==> config.mk <==
export PLATFORM = sky130hd
export DESIGN_NAME = can_signal_decoder
export DESIGN_NICKNAME = d
export VERILOG_FILES = /design/src/rtl/cansd_pkg.sv /design/src/rtl/can_signal_decoder.sv
export SDC_FILE = /design/constraint.sdc
export NUM_CORES = 1
export LEC_CHECK = 0
export ABC_AREA = 1
export BUFFER_PORTS_ARGS = -buffer_cell sky130_fd_sc_hd__clkbuf_2
export CORE_MARGIN = 2
export CORE_UTILIZATION = 57
export DETAILED_ROUTE_END_ITERATION = 10
export HOLD_SLACK_MARGIN = 0.1
export MAX_ROUTING_LAYER = met4
export PLACE_DENSITY = 0.8
export RECOVER_POWER = 50
export SETUP_SLACK_MARGIN = 0.2
export SYNTH_ARGS = -nofsm -noshare
export SYNTH_HDL_FRONTEND = slang
export SYNTH_SLANG_ARGS = --single-unit
==> constraint.sdc <==
create_clock -name clk_i -period 5.2 [get_ports clk_i]
set_input_delay 1.04 -clock clk_i [delete_from_list [all_inputs] [get_ports clk_i]]
set_output_delay 1.04 -clock clk_i [all_outputs]
set_load 0.03 [all_outputs]
==> src/rtl/cansd_pkg.sv <==
// Package for the CAN signal decoder: the fixed signal table, outcome codes,
// register indexes and reset values of the limit registers.
// Depends on nothing; imported by can_signal_decoder.
package cansd_pkg;

  // Number of entries in the signal table.
  localparam int unsigned SlotCount = 5;

  // Field widths of the streaming items.
  localparam int unsigned IdentW  = 11;
  localparam int unsigned LengthW = 4;
  localparam int unsigned ByteW   = 8;
  localparam int unsigned SlotW   = 3;
  localparam int unsigned ValueW  = 20;
  localparam int unsigned RawW    = 16;
  localparam int unsigned InDataW  = 32;
  localparam int unsigned OutDataW = 104;

  // Configuration port widths.
  localparam int unsigned AddrW = 5;
  localparam int unsigned DataW = 32;

  // Result of decoding one frame.
  typedef enum logic [1:0] {
    OUTCOME_IN_RANGE  = 2'd0,
    OUTCOME_OUT_RANGE = 2'd1,
    OUTCOME_LEN_ERR   = 2'd2,
    OUTCOME_UNKNOWN   = 2'd3
  } outcome_e;

  // Signal slots, which are also the limit register indexes.
  typedef enum logic [2:0] {
    SLOT_RPM     = 3'd0,
    SLOT_SPEED   = 3'd1,
    SLOT_CHARGE  = 3'd2,
    SLOT_VOLTAGE = 3'd3,
    SLOT_TEMP    = 3'd4
  } slot_e;

  // Signal table: identifier, expected length, sixteen-bit raw, scale by ten.
  localparam logic [IdentW-1:0] TblId [SlotCount] = '{
    11'h101, 11'h102, 11'h103, 11'h104, 11'h105
  };
  localparam logic [LengthW-1:0] TblLen [SlotCount] = '{
    4'd2, 4'd2, 4'd1, 4'd2, 4'd1
  };
  localparam logic TblWide [SlotCount] = '{1'b1, 1'b1, 1'b0, 1'b1, 1'b0};
  localparam logic TblX10  [SlotCount] = '{1'b1, 1'b0, 1'b1, 1'b0, 1'b1};

  // Reset values of the limit registers.
  localparam logic [15:0] RpmLimitReset     = 16'd10000;
  localparam logic [15:0] SpeedLimitReset   = 16'd1200;
  localparam logic [7:0]  ChargeLimitReset  = 8'd100;
  localparam logic [15:0] VoltageLimitReset = 16'd1000;
  localparam logic [7:0]  TempLimitReset    = 8'd150;

endpackage

==> src/rtl/can_signal_decoder.sv <==
// Throughput: one frame per cycle; the input register and the result register form a
// two-stage pipeline that advances whenever the result register is empty or being taken.
// Reset (rst_ni, asynchronous, active low) empties both stages, clears the stored vehicle
// values and warning bits, and loads the limit registers with their default values.
module can_signal_decoder (
  input  logic                                clk_i,
  input  logic                                rst_ni,
  // Slave side: frame_ident [10:0], frame_length [14:11], first_byte [22:15],
  // second_byte [30:23], zero [31].
  input  logic                                s_axis_tvalid,
  output logic                                s_axis_tready,
  input  logic [cansd_pkg::InDataW-1:0]       s_axis_tdata,
  // Master side: outcome [1:0], signal_slot [4:2], value_tenths [24:5], rpm_now [44:25],
  // rpm_flag [45], speed_now [61:46], speed_flag [62], charge_now [74:63],
  // voltage_now [90:75], temp_now [102:91], zero [103].
  output logic                                m_axis_tvalid,
  input  logic                                m_axis_tready,
  output logic [cansd_pkg::OutDataW-1:0]      m_axis_tdata,
  // Configuration port.
  input  logic                                psel,
  input  logic                                penable,
  input  logic                                pwrite,
  input  logic [cansd_pkg::AddrW-1:0]         paddr,
  input  logic [cansd_pkg::DataW-1:0]         pwdata,
  output logic [cansd_pkg::DataW-1:0]         prdata,
  output logic                                pready
);
  import cansd_pkg::*;

  // Configuration registers.
  logic [15:0] rpm_limit_q;
  logic [15:0] speed_limit_q;
  logic [7:0]  charge_limit_q;
  logic [15:0] voltage_limit_q;
  logic [7:0]  temp_limit_q;
  logic        cfg_write;
  logic [2:0]  cfg_idx;

  // Pipeline control.
  logic               in_valid_q;
  logic [IdentW-1:0]  ident_q;
  logic [LengthW-1:0] length_q;
  logic [ByteW-1:0]   byte0_q;
  logic [ByteW-1:0]   byte1_q;
  logic               out_valid_q;
  logic [OutDataW-1:0] out_data_q;
  logic               out_free;
  logic               advance;

  // Stored vehicle values.
  logic [19:0] rpm_q, rpm_d;
  logic        rpm_warn_q, rpm_warn_d;
  logic [15:0] speed_q, speed_d;
  logic        speed_warn_q, speed_warn_d;
  logic [11:0] charge_q, charge_d;
  logic [15:0] voltage_q, voltage_d;
  logic [11:0] temp_q, temp_d;

  // Decode results.
  logic              match;
  logic [SlotW-1:0]  slot;
  logic              len_ok;
  logic [RawW-1:0]   raw;
  logic [RawW-1:0]   limit;
  logic              over;
  logic [ValueW-1:0] scaled;
  logic [ValueW-1:0] value;
  outcome_e          outcome;
  logic [OutDataW-1:0] result;

  // The configuration port always completes in its access cycle.
  assign pready    = 1'b1;
  assign cfg_write = psel & penable & pwrite;
  assign cfg_idx   = paddr[4:2];

  // Limit registers are written by index; writes beyond the list are dropped.
  always_ff @(posedge clk_i or negedge rst_ni) begin
    if (!rst_ni) begin
      rpm_limit_q     <= RpmLimitReset;
      speed_limit_q   <= SpeedLimitReset;
      charge_limit_q  <= ChargeLimitReset;
      voltage_limit_q <= VoltageLimitReset;
      temp_limit_q    <= TempLimitReset;
    end else if (cfg_write) begin
      case (cfg_idx)
        SLOT_RPM:     rpm_limit_q     <= pwdata[15:0];
        SLOT_SPEED:   speed_limit_q   <= pwdata[15:0];
        SLOT_CHARGE:  charge_limit_q  <= pwdata[7:0];
        SLOT_VOLTAGE: voltage_limit_q <= pwdata[15:0];
        SLOT_TEMP:    temp_limit_q    <= pwdata[7:0];
        default: ;
      endcase
    end
  end

  // Register read-back.
  always_comb begin
    case (cfg_idx)
      SLOT_RPM:     prdata = {16'd0, rpm_limit_q};
      SLOT_SPEED:   prdata = {16'd0, speed_limit_q};
      SLOT_CHARGE:  prdata = {24'd0, charge_limit_q};
      SLOT_VOLTAGE: prdata = {16'd0, voltage_limit_q};
      SLOT_TEMP:    prdata = {24'd0, temp_limit_q};
      default:      prdata = '0;
    endcase
  end

  // The input stage moves on when the result register is empty or being taken.
  assign out_free      = !out_valid_q || m_axis_tready;
  assign advance       = in_valid_q && out_free;
  assign s_axis_tready = !in_valid_q || out_free;

  // Input register.
  always_ff @(posedge clk_i or negedge rst_ni) begin
    if (!rst_ni) begin
      in_valid_q <= 1'b0;
    end else if (s_axis_tready) begin
      in_valid_q <= s_axis_tvalid;
    end
  end

  always_ff @(posedge clk_i) begin
    if (s_axis_tready && s_axis_tvalid) begin
      ident_q  <= s_axis_tdata[10:0];
      length_q <= s_axis_tdata[14:11];
      byte0_q  <= s_axis_tdata[22:15];
      byte1_q  <= s_axis_tdata[30:23];
    end
  end

  // Identifier lookup in the signal table; the first hit wins.
  always_comb begin
    match = 1'b0;
    slot  = SLOT_RPM;
    for (int i = 0; i < SlotCount; i++) begin
      if (!match && ident_q == TblId[i]) begin
        match = 1'b1;
        slot  = SlotW'(i);
      end
    end
  end

  // Raw extraction, limit selection and scaling to tenths.
  always_comb begin
    len_ok = (length_q == TblLen[slot]);
    raw    = TblWide[slot] ? {byte0_q, byte1_q} : {8'd0, byte0_q};
    case (slot)
      SLOT_RPM:     limit = rpm_limit_q;
      SLOT_SPEED:   limit = speed_limit_q;
      SLOT_CHARGE:  limit = {8'd0, charge_limit_q};
      SLOT_VOLTAGE: limit = voltage_limit_q;
      default:      limit = {8'd0, temp_limit_q};
    endcase
    over   = (raw > limit);
    // Times ten as eight times plus two times.
    scaled = ({4'd0, raw} << 3) + ({4'd0, raw} << 1);
    value  = TblX10[slot] ? scaled : {4'd0, raw};
  end

  // Outcome and next stored values.
  always_comb begin
    rpm_d        = rpm_q;
    rpm_warn_d   = rpm_warn_q;
    speed_d      = speed_q;
    speed_warn_d = speed_warn_q;
    charge_d     = charge_q;
    voltage_d    = voltage_q;
    temp_d       = temp_q;
    if (!match) begin
      outcome = OUTCOME_UNKNOWN;
    end else if (!len_ok) begin
      outcome = OUTCOME_LEN_ERR;
    end else begin
      outcome = over ? OUTCOME_OUT_RANGE : OUTCOME_IN_RANGE;
      case (slot)
        SLOT_RPM: begin
          rpm_d      = value;
          rpm_warn_d = over;
        end
        SLOT_SPEED: begin
          speed_d      = value[15:0];
          speed_warn_d = over;
        end
        SLOT_CHARGE:  charge_d  = value[11:0];
        SLOT_VOLTAGE: voltage_d = value[15:0];
        default:      temp_d    = value[11:0];
      endcase
    end
  end

  // Result packing, first field in the lowest bits.
  always_comb begin
    result = {1'b0, temp_d, voltage_d, charge_d, speed_warn_d, speed_d, rpm_warn_d, rpm_d,
              (match && len_ok) ? value : {ValueW{1'b0}},
              match ? slot : {SlotW{1'b0}},
              outcome};
  end

  // State update and result register.
  always_ff @(posedge clk_i or negedge rst_ni) begin
    if (!rst_ni) begin
      out_valid_q  <= 1'b0;
      rpm_q        <= '0;
      rpm_warn_q   <= 1'b0;
      speed_q      <= '0;
      speed_warn_q <= 1'b0;
      charge_q     <= '0;
      voltage_q    <= '0;
      temp_q       <= '0;
    end else begin
      if (out_free) begin
        out_valid_q <= in_valid_q;
      end
      if (advance) begin
        rpm_q        <= rpm_d;
        rpm_warn_q   <= rpm_warn_d;
        speed_q      <= speed_d;
        speed_warn_q <= speed_warn_d;
        charge_q     <= charge_d;
        voltage_q    <= voltage_d;
        temp_q       <= temp_d;
      end
    end
  end

  always_ff @(posedge clk_i) begin
    if (advance) begin
      out_data_q <= result;
    end
  end

  assign m_axis_tvalid = out_valid_q;
  assign m_axis_tdata  = out_data_q;

  // An unknown identifier reports slot zero and no value.
  a_unknown_clean: assert property (@(posedge clk_i) disable iff (!rst_ni)
    (m_axis_tvalid && m_axis_tdata[1:0] == OUTCOME_UNKNOWN) |->
      (m_axis_tdata[24:2] == '0))
    else $error("unknown identifier result carries a slot or value");

  // A length mismatch reports no value.
  a_len_err_clean: assert property (@(posedge clk_i) disable iff (!rst_ni)
    (m_axis_tvalid && m_axis_tdata[1:0] == OUTCOME_LEN_ERR) |->
      (m_axis_tdata[24:5] == '0))
    else $error("length mismatch result carries a value");

  // An empty result register never holds back the input side.
  a_ready_when_empty: assert property (@(posedge clk_i) disable iff (!rst_ni)
    !out_valid_q |-> s_axis_tready)
    else $error("input stalled while the result register is empty");

  // Stored values change only when an item moves into the result register.
  a_store_hold: assert property (@(posedge clk_i) disable iff (!rst_ni)
    !advance |=> $stable(rpm_q) && $stable(speed_q) && $stable(temp_q))
    else $error("stored value changed without a transaction");

endmodule

; ---- Word-level counts from Yosys, hierarchy flattened
; Memories as Yosys holds them, arrays and structs flattened.
; Index checks and enable logic that the tools add are counted.
[op_classes]
add_sub_neg = 1
n_eq_ne = 13
reduce_logical = 24
muxes = 42
n_bitwise = 3
magnitude_cmp = 2
[ops]
columns = operator, n
row1 = $mux W16, 7
row2 = $mux W20, 4
row3 = $pmux W16 S5, 1
row4 = $mux W12, 6
row5 = $pmux W16 S4, 1
row6 = $eq A11 B9 Y1 const B, 5
row7 = $add A19 B17 Y20, 1
row8 = $mux W1, 18
row9 = $gt A16 B16 Y1, 1
row10 = $eq A3 B2 Y1 const B, 4
row11 = $reduce_and A2 Y1, 6
row12 = $mux W3, 3
row13 = $mux W4, 2
row14 = $logic_and A1 B1 Y1, 7
row15 = $eq A3 B1 Y1 const B, 2
row16 = $logic_not A1 Y1, 6
row17 = $logic_not A3 Y1, 2
row18 = $eq A4 B4 Y1, 1
row19 = $ge A4 B4 Y1 const B, 1
row20 = $not A3 Y4, 1
row21 = $reduce_or A4 Y1, 1
row22 = $eq A3 B3 Y1 const B, 1
row23 = $and A1 B1 Y1, 2
row24 = $logic_or A1 B1 Y1, 2
[word_totals]
register_bits = 278
rom_bits = 48
n_memories = 3
inputBits = 76
wordCells = 110
[mem_list]
columns = name, depth, word_bits, rd, rd_clocked_by_memory_dff, write_ports, line
row1 = (no name shown), 8, 4, 1, 0, 0, can_signal_decoder.sv:145  ; len_ok = (length_q == TblLen[slot]);
row2 = (no name shown), 8, 1, 1, 0, 0, can_signal_decoder.sv:157  ; value = TblX10[slot] ? scaled : {4'd0, raw};
row3 = (no name shown), 8, 1, 1, 0, 0, can_signal_decoder.sv:146  ; raw = TblWide[slot] ? {byte0_q, byte1_q} : {8'd0, byte0_q};

; ---- Longest topological paths before layout
[depth]
word_depth = 24
mapped_depth = 25
mapped_depth_nobuf = 25

; ---- Worst setup path after synthesis
; Ideal clock, no wire load.
[synth_timing]
path_kind = in2reg
from = input m_axis_tready
to = register out_data_q[0], in the netlist m_axis_tdata[0], enable pin
setup_slack_ns = 0.169
path_stages = 6
required_ns = 4.693
setup_ns = 0.507
arrival_time_ns = 4.523
path_cell_list = inv_1 > nand2_1 > nand2_1 > inv_1 > buf_2 > buf_1
[synth_between]
elab_chain_len = 2
[synth_lines]
columns = element, line
row1 = from (decl), can_signal_decoder.sv:17  ; input logic m_axis_tready,
row2 = $logic_or A1 B1 Y1, can_signal_decoder.sv:109  ; assign out_free = !out_valid_q || m_axis_tready;
row3 = $logic_and A1 B1 Y1, can_signal_decoder.sv:110  ; assign advance = in_valid_q && out_free;
row4 = via advance, can_signal_decoder.sv:48  ; logic advance;
row5 = to (signal assigned), can_signal_decoder.sv:228  ; out_data_q <= result;
row6 = to (decl), can_signal_decoder.sv:46  ; logic [OutDataW-1:0] out_data_q;
; The timed path passes the listed nets, and every way through them passes these cells.
; A chain may end at the register's enable or synchronous reset.

; ---- Worst setup path after layout
[layout_timing]
from = register ident_q[9]
to = register speed_q[11]
[layout_between]
elab_chain_len = 24
word_cells_on_any_way = 40
[layout_lines]
columns = element, line
row1 = from (decl), can_signal_decoder.sv:41  ; logic [IdentW-1:0] ident_q;
row2 = from (signal assigned), can_signal_decoder.sv:124  ; ident_q <= s_axis_tdata[10:0];
row3 = $eq A11 B9 Y1, can_signal_decoder.sv:136  ; if (!match && ident_q == TblId[i]) begin
row4 = $mux W1, can_signal_decoder.sv:136
row5 = $logic_not A1 Y1, can_signal_decoder.sv:136
row6 = $logic_and A1 B1 Y1, can_signal_decoder.sv:136
row7 = $mux W1, can_signal_decoder.sv:136
row8 = $logic_not A1 Y1, can_signal_decoder.sv:136
row9 = $logic_and A1 B1 Y1, can_signal_decoder.sv:136
row10 = $mux W1, can_signal_decoder.sv:136
row11 = [8 not listed], --
row12 = $mux W1 (not written as such) (2 in a row), can_signal_decoder.sv:146
row13 = $mux W16, can_signal_decoder.sv:146
row14 = $add A19 B17 Y20, can_signal_decoder.sv:156  ; scaled = ({4'd0, raw} << 3) + ({4'd0, raw} << 1);
row15 = $mux W20, can_signal_decoder.sv:157
row16 = $mux W16, can_signal_decoder.sv:175  ; case (slot)
row17 = $mux W16, can_signal_decoder.sv:171  ; end else if (!len_ok) begin
row18 = $mux W16 *, can_signal_decoder.sv:169  ; if (!match) begin
row19 = via result[57], can_signal_decoder.sv:69  ; logic [OutDataW-1:0] result;
row20 = to (signal assigned), can_signal_decoder.sv:217  ; speed_q <= speed_d;
row21 = to (decl), can_signal_decoder.sv:53  ; logic [15:0] speed_q, speed_d;
; Mark *: on every way through the listed nets, which the timed path passes. The rest lies on a longest branch. The select of a mux whose other input is x is not followed.

==> metrics.txt <==
# TYPE chip_impl_metric gauge
chip_impl_metric{name="post-place-ws",unit="ns"} 1.09
chip_impl_metric{name="grt_first_pass_wirelength",unit="um"} 53900
chip_impl_info{name="holdCritPathClass",value="flip-flop to flip-flop"} 1
chip_impl_metric{name="required",unit="ns"} 5.67
chip_impl_metric{name="insertion_delay",unit="ns"} 0.54
chip_impl_metric{name="routed_via_density",unit=""} 5.41
chip_impl_metric{name="antenna_left",unit=""} 0
chip_impl_metric{name="post_route_cells_drive_above_1_share",unit=""} 0.126
chip_impl_metric{name="final_period_minus_worst_setup_slack",unit="ns"} 4.18
chip_impl_metric{name="antenna-diode-count",unit=""} 0
chip_impl_info{name="yosys-top-cells-area",value="sky130_fd_sc_hd__edfxtp_1 (30%), sky130_fd_sc_hd__dfrtp_1 (23%), sky130_fd_sc_hd__nand2_1 (15%), sky130_fd_sc_hd__inv_1 (4.3%), sky130_fd_sc_hd__o21ai_0 (4.3%)"} 1
chip_impl_metric{name="number_of_synthesized_flops_with_an_enable_pin",unit=""} 134
chip_impl_metric{name="num-fill-cells",unit=""} 2029
chip_impl_metric{name="count_of_warnings_emitted_by_yosys",unit=""} 0
chip_impl_metric{name="drt-initial-drc-count",unit=""} 1047
chip_impl_metric{name="maxCapViolCount",unit=""} 1
chip_impl_metric{name="timing.final.max_slew_violations",unit=""} 99
chip_impl_metric{name="globalRouteTotalUtil",unit=""} 0.285
chip_impl_info{name="ys_top_cells_by_count",value="sky130_fd_sc_hd__nand2_1 (538), sky130_fd_sc_hd__inv_1 (157), sky130_fd_sc_hd__edfxtp_1 (134)"} 1
chip_impl_metric{name="cts.reportedPaths.clkPinSlew",unit="ns"} 0.06
chip_impl_metric{name="synth_async_sr_flop_share",unit=""} 0.518
chip_impl_metric{name="power.density",unit="nW/um2"} 393
chip_impl_info{name="critPathSlowestCell",value="sky130_fd_sc_hd__fa_1"} 1
chip_impl_info{name="cts-root-buf",value="sky130_fd_sc_hd__clkbuf_16"} 1
chip_impl_metric{name="first_pass_iters",unit=""} 6
chip_impl_metric{name="finalSetupViolations",unit=""} 0
chip_impl_metric{name="tightest_slew",unit="ns"} 2.57
chip_impl_metric{name="synthesis.area_per_instance",unit="um2"} 8.83
chip_impl_metric{name="clk_path_buf_depth",unit=""} 3
chip_impl_metric{name="num_rows",unit=""} 56
chip_impl_metric{name="cp.buffers_inverters",unit=""} 2
chip_impl_metric{name="final_net_count",unit=""} 1809
chip_impl_metric{name="synth.top_cell.area_share",unit=""} 0.297
chip_impl_metric{name="drt_wl_total",unit="um"} 34700
chip_impl_metric{name="cts.repair_timing.setup_buffer_count",unit=""} 0
chip_impl_metric{name="synth.lib_cells_used.distinct",unit=""} 53
chip_impl_info{name="synth.most_common_cell",value="sky130_fd_sc_hd__nand2_1"} 1
chip_impl_metric{name="timing.final.crit_share",unit=""} 0.803
chip_impl_metric{name="fp.coreArea",unit="um2"} 23400
chip_impl_metric{name="register_bit_total_from_synthesis",unit=""} 278
chip_impl_metric{name="first_global_vias",unit=""} 10300
chip_impl_metric{name="clock_skew",unit="ns"} 0.0230
chip_impl_metric{name="routabilityCongestion",unit=""} 0.931
chip_impl_metric{name="synth-seq-area-share",unit=""} 0.564
chip_impl_info{name="status",value="finished with violations"} 1
chip_impl_metric{name="cts_repair_resized_insts",unit=""} 0
chip_impl_info{name="worstSetupEndpointType",value="flip-flop"} 1
chip_impl_metric{name="wire_per_inst",unit="um"} 17.0
chip_impl_metric{name="cts_max_level",unit=""} 1
chip_impl_info{name="cp_top_family",value="simple AND/OR/NAND/NOR gates"} 1
chip_impl_metric{name="dieHeight",unit="um"} 158
chip_impl_metric{name="total_die_area",unit="um2"} 25000
chip_impl_metric{name="synth.cell_area",unit="um2"} 13600
chip_impl_metric{name="floorplan.initialDensity",unit=""} 0.580
chip_impl_metric{name="worst_path_largest_cell_delay",unit="ns"} 0.46
chip_impl_metric{name="dp.final_hpwl",unit="um"} 24200
chip_impl_metric{name="grt_antenna_before_repair",unit=""} 0
chip_impl_metric{name="remaining_drc_errors",unit=""} 0
chip_impl_metric{name="ios",unit=""} 215
chip_impl_metric{name="clock.fmax",unit="MHz"} 239
chip_impl_info{name="dominantRegCellSynth",value="sky130_fd_sc_hd__edfxtp_1"} 1
chip_impl_info{name="grt_setup_unrepaired",value="false"} 1
chip_impl_metric{name="static-leakage-power",unit="nW"} 7.19
chip_impl_info{name="critPathKind",value="flip-flop to flip-flop"} 1
chip_impl_metric{name="numClockSinks",unit=""} 278
chip_impl_metric{name="die_w",unit="um"} 158
chip_impl_metric{name="postCtsHoldBufs",unit=""} 0
chip_impl_metric{name="hold_ws",unit="ns"} 0.470
chip_impl_metric{name="finalWorstSetupSlack",unit="ns"} 1.02
chip_impl_metric{name="final_hold_violation_count",unit=""} 0
chip_impl_metric{name="synthCells",unit=""} 1537
chip_impl_info{name="yosys.area.top_type",value="sky130_fd_sc_hd__edfxtp_1"} 1
chip_impl_metric{name="slew-limit-headroom",unit=""} -0.715
chip_impl_info{name="tritoncts",value="done"} 1
chip_impl_info{name="worstSetupStartpointType",value="flip-flop"} 1
chip_impl_info{name="failed_checks",value="max-capacitance violations, max-slew violations"} 1
chip_impl_metric{name="syn2layout_area_growth",unit="%"} 14.0
chip_impl_info{name="crit_path_cell_trace",value="inv_1 -> nand2_1 -> nor2_1 -> nand3_2 -> nand2_2 -> nand2_1 -> nand2_1 -> inv_2 -> ha_1 -> fa_1 -> nand3_1 -> nand3_1 -> nand2_1 -> nand3_1 -> nand3_1 -> nand2_1 -> o21ai_1 -> nand2_1 -> nand2_1 -> nand2_1 -> nand2_1"} 1
chip_impl_metric{name="grt-ovfl-total",unit=""} 0
chip_impl_metric{name="irDropWorstVdd",unit="uV"} 262
chip_impl_metric{name="setup-tns-final",unit="ns"} 0
chip_impl_metric{name="grt_start_max_net_pins",unit=""} 99
chip_impl_metric{name="cp_data_arrival_time",unit="ns"} 4.65
chip_impl_metric{name="dr_total_vias",unit=""} 11000
chip_impl_metric{name="cts-buffers-inserted",unit=""} 28
chip_impl_metric{name="critical_path.max_fanout",unit=""} 24
chip_impl_info{name="cp_common_cell",value="sky130_fd_sc_hd__nand2_1"} 1
chip_impl_metric{name="io_buffers",unit=""} 177
worst reg2reg max path, cell delays in order, from the launching register on:
cell and delay (ns):
sky130_fd_sc_hd__edfxtp_1 0.35, sky130_fd_sc_hd__inv_1 0.09, sky130_fd_sc_hd__nand2_1 0.06, sky130_fd_sc_hd__nor2_1 0.34, sky130_fd_sc_hd__nand3_2 0.20, sky130_fd_sc_hd__nand2_2 0.36, sky130_fd_sc_hd__nand2_1 0.13, sky130_fd_sc_hd__nand2_1 0.30
sky130_fd_sc_hd__inv_2 0.12, sky130_fd_sc_hd__ha_1 0.25, sky130_fd_sc_hd__fa_1 0.46, sky130_fd_sc_hd__nand3_1 0.10, sky130_fd_sc_hd__nand3_1 0.18, sky130_fd_sc_hd__nand2_1 0.14, sky130_fd_sc_hd__nand3_1 0.08, sky130_fd_sc_hd__nand3_1 0.08
sky130_fd_sc_hd__nand2_1 0.32, sky130_fd_sc_hd__o21ai_1 0.25, sky130_fd_sc_hd__nand2_1 0.07, sky130_fd_sc_hd__nand2_1 0.11, sky130_fd_sc_hd__nand2_1 0.06, sky130_fd_sc_hd__nand2_1 0.08
cell usage in the layout (no fill, tap or decap), types with 5 or more instances in the layout:
master / instances
sky130_fd_sc_hd__nor2_1: 70
sky130_fd_sc_hd__a21oi_1: 38
sky130_fd_sc_hd__clkinv_1: 5
sky130_fd_sc_hd__dfstp_2: 22
sky130_fd_sc_hd__buf_4: 5
sky130_fd_sc_hd__inv_1: 156
sky130_fd_sc_hd__conb_1: 18
sky130_fd_sc_hd__o21ai_1: 65
sky130_fd_sc_hd__inv_2: 11
sky130_fd_sc_hd__o211ai_1: 6
sky130_fd_sc_hd__clkinv_2: 5
sky130_fd_sc_hd__nand2_1: 540
sky130_fd_sc_hd__clkbuf_2: 100
sky130_fd_sc_hd__nand3_1: 59
sky130_fd_sc_hd__o21ai_0: 117
sky130_fd_sc_hd__clkbuf_16: 29
sky130_fd_sc_hd__nor2_2: 5
sky130_fd_sc_hd__o22ai_1: 10
sky130_fd_sc_hd__edfxtp_1: 134
sky130_fd_sc_hd__nand4_1: 14
sky130_fd_sc_hd__nand3_2: 10
sky130_fd_sc_hd__ha_1: 30
sky130_fd_sc_hd__a31oi_1: 7
sky130_fd_sc_hd__clkbuf_1: 86
sky130_fd_sc_hd__dfrtp_1: 122
per-layer routing:
metal	part of all wire	global-route usage	up-vias	wire length [um]
met5	0	-	-	0
met3	0.078	0.0376	62	2690
met4	0.023	0.0768	0	816
met2	0.47	0.457	502	16200
met1	0.43	0.389	5133	15000
li1	-	-	5347	-
logic make-up (layout without fill, tap and decap cells):
kind of cell / count (synthesis) / in the layout / synth area share
AO/OA/AOI/OAI: 267 / 267 / 0.108
XOR/XNOR: 2 / 2 / 0.00129
adder cells (fa/ha/maj): 31 / 31 / 0.0291
buffers and inverters: 239 / 410 / 0.0743
flip-flops: 278 / 278 / 0.564
other: 2 / 18 / 0.000554
AND/OR/NAND/NOR: 718 / 718 / 0.222
stage by stage:
step	total power, W	cell area, um2	utilization	instances
global placement	0.00399	14600	0.625	1991
detailed placement	0.00404	14600	0.625	1991
CTS	0.00612	15600	0.667	2043
floorplan	0.00366	13600	-	1553
global route	0.00633	15500	0.661	2043
finish	0.00608	15500	0.661	2043
state kept, by name, indices dropped and copies added (netlist names):
signal	flops
byte0_q	8
byte1_q	8
charge_limit_q	8
charge_q	12
ident_q	11
in_valid_q	1
length_q	4
m_axis_tdata	103
m_axis_tvalid	1
rpm_limit_q	16
rpm_q	20
rpm_warn_q	1
speed_limit_q	16
speed_q	16
speed_warn_q	1
temp_limit_q	8
temp_q	12
voltage_limit_q	16
voltage_q	16
power breakdown:
part | internal [W] | leakage, nW | switching, W | total (W)
Combinational | 0.000318 | 3.65 | 0.000886 | 0.00120
Clock | 0.00125 | 0.465 | 0.000836 | 0.00208
Sequential | 0.00264 | 3.08 | 0.000145 | 0.00279
layout make-up:
| cell class | instances | area, um2 | area share |
|---|---|---|---|
| Clock inverter | 17 | 200 | 0.0129 |
| Multi-Input combinational cell | 1036 | 4940 | 0.320 |
| Inverter | 171 | 647 | 0.0418 |
| Tap cell | 319 | 399 | 0.0258 |
| Clock buffer | 35 | 768 | 0.0497 |
| Timing Repair Buffer | 187 | 846 | 0.0547 |
| Sequential cell | 278 | 7650 | 0.495 |
final timing paths:
check,from,to,slack (ns),cells past startpoint
worst min register to register,charge_q[0],charge_q[0],0.47,2
worst min-delay path,charge_q[0],charge_q[0],0.47,2
worst max register to register,ident_q[9],speed_q[11],1.02,21
max in group asynchronous,rst_ni,voltage_limit_q[13],1.74,2
worst max-delay path,ident_q[9],speed_q[11],1.02,21
min in group asynchronous,rst_ni,charge_limit_q[3],1.25,1
Power figures use the tool's default switching activity.
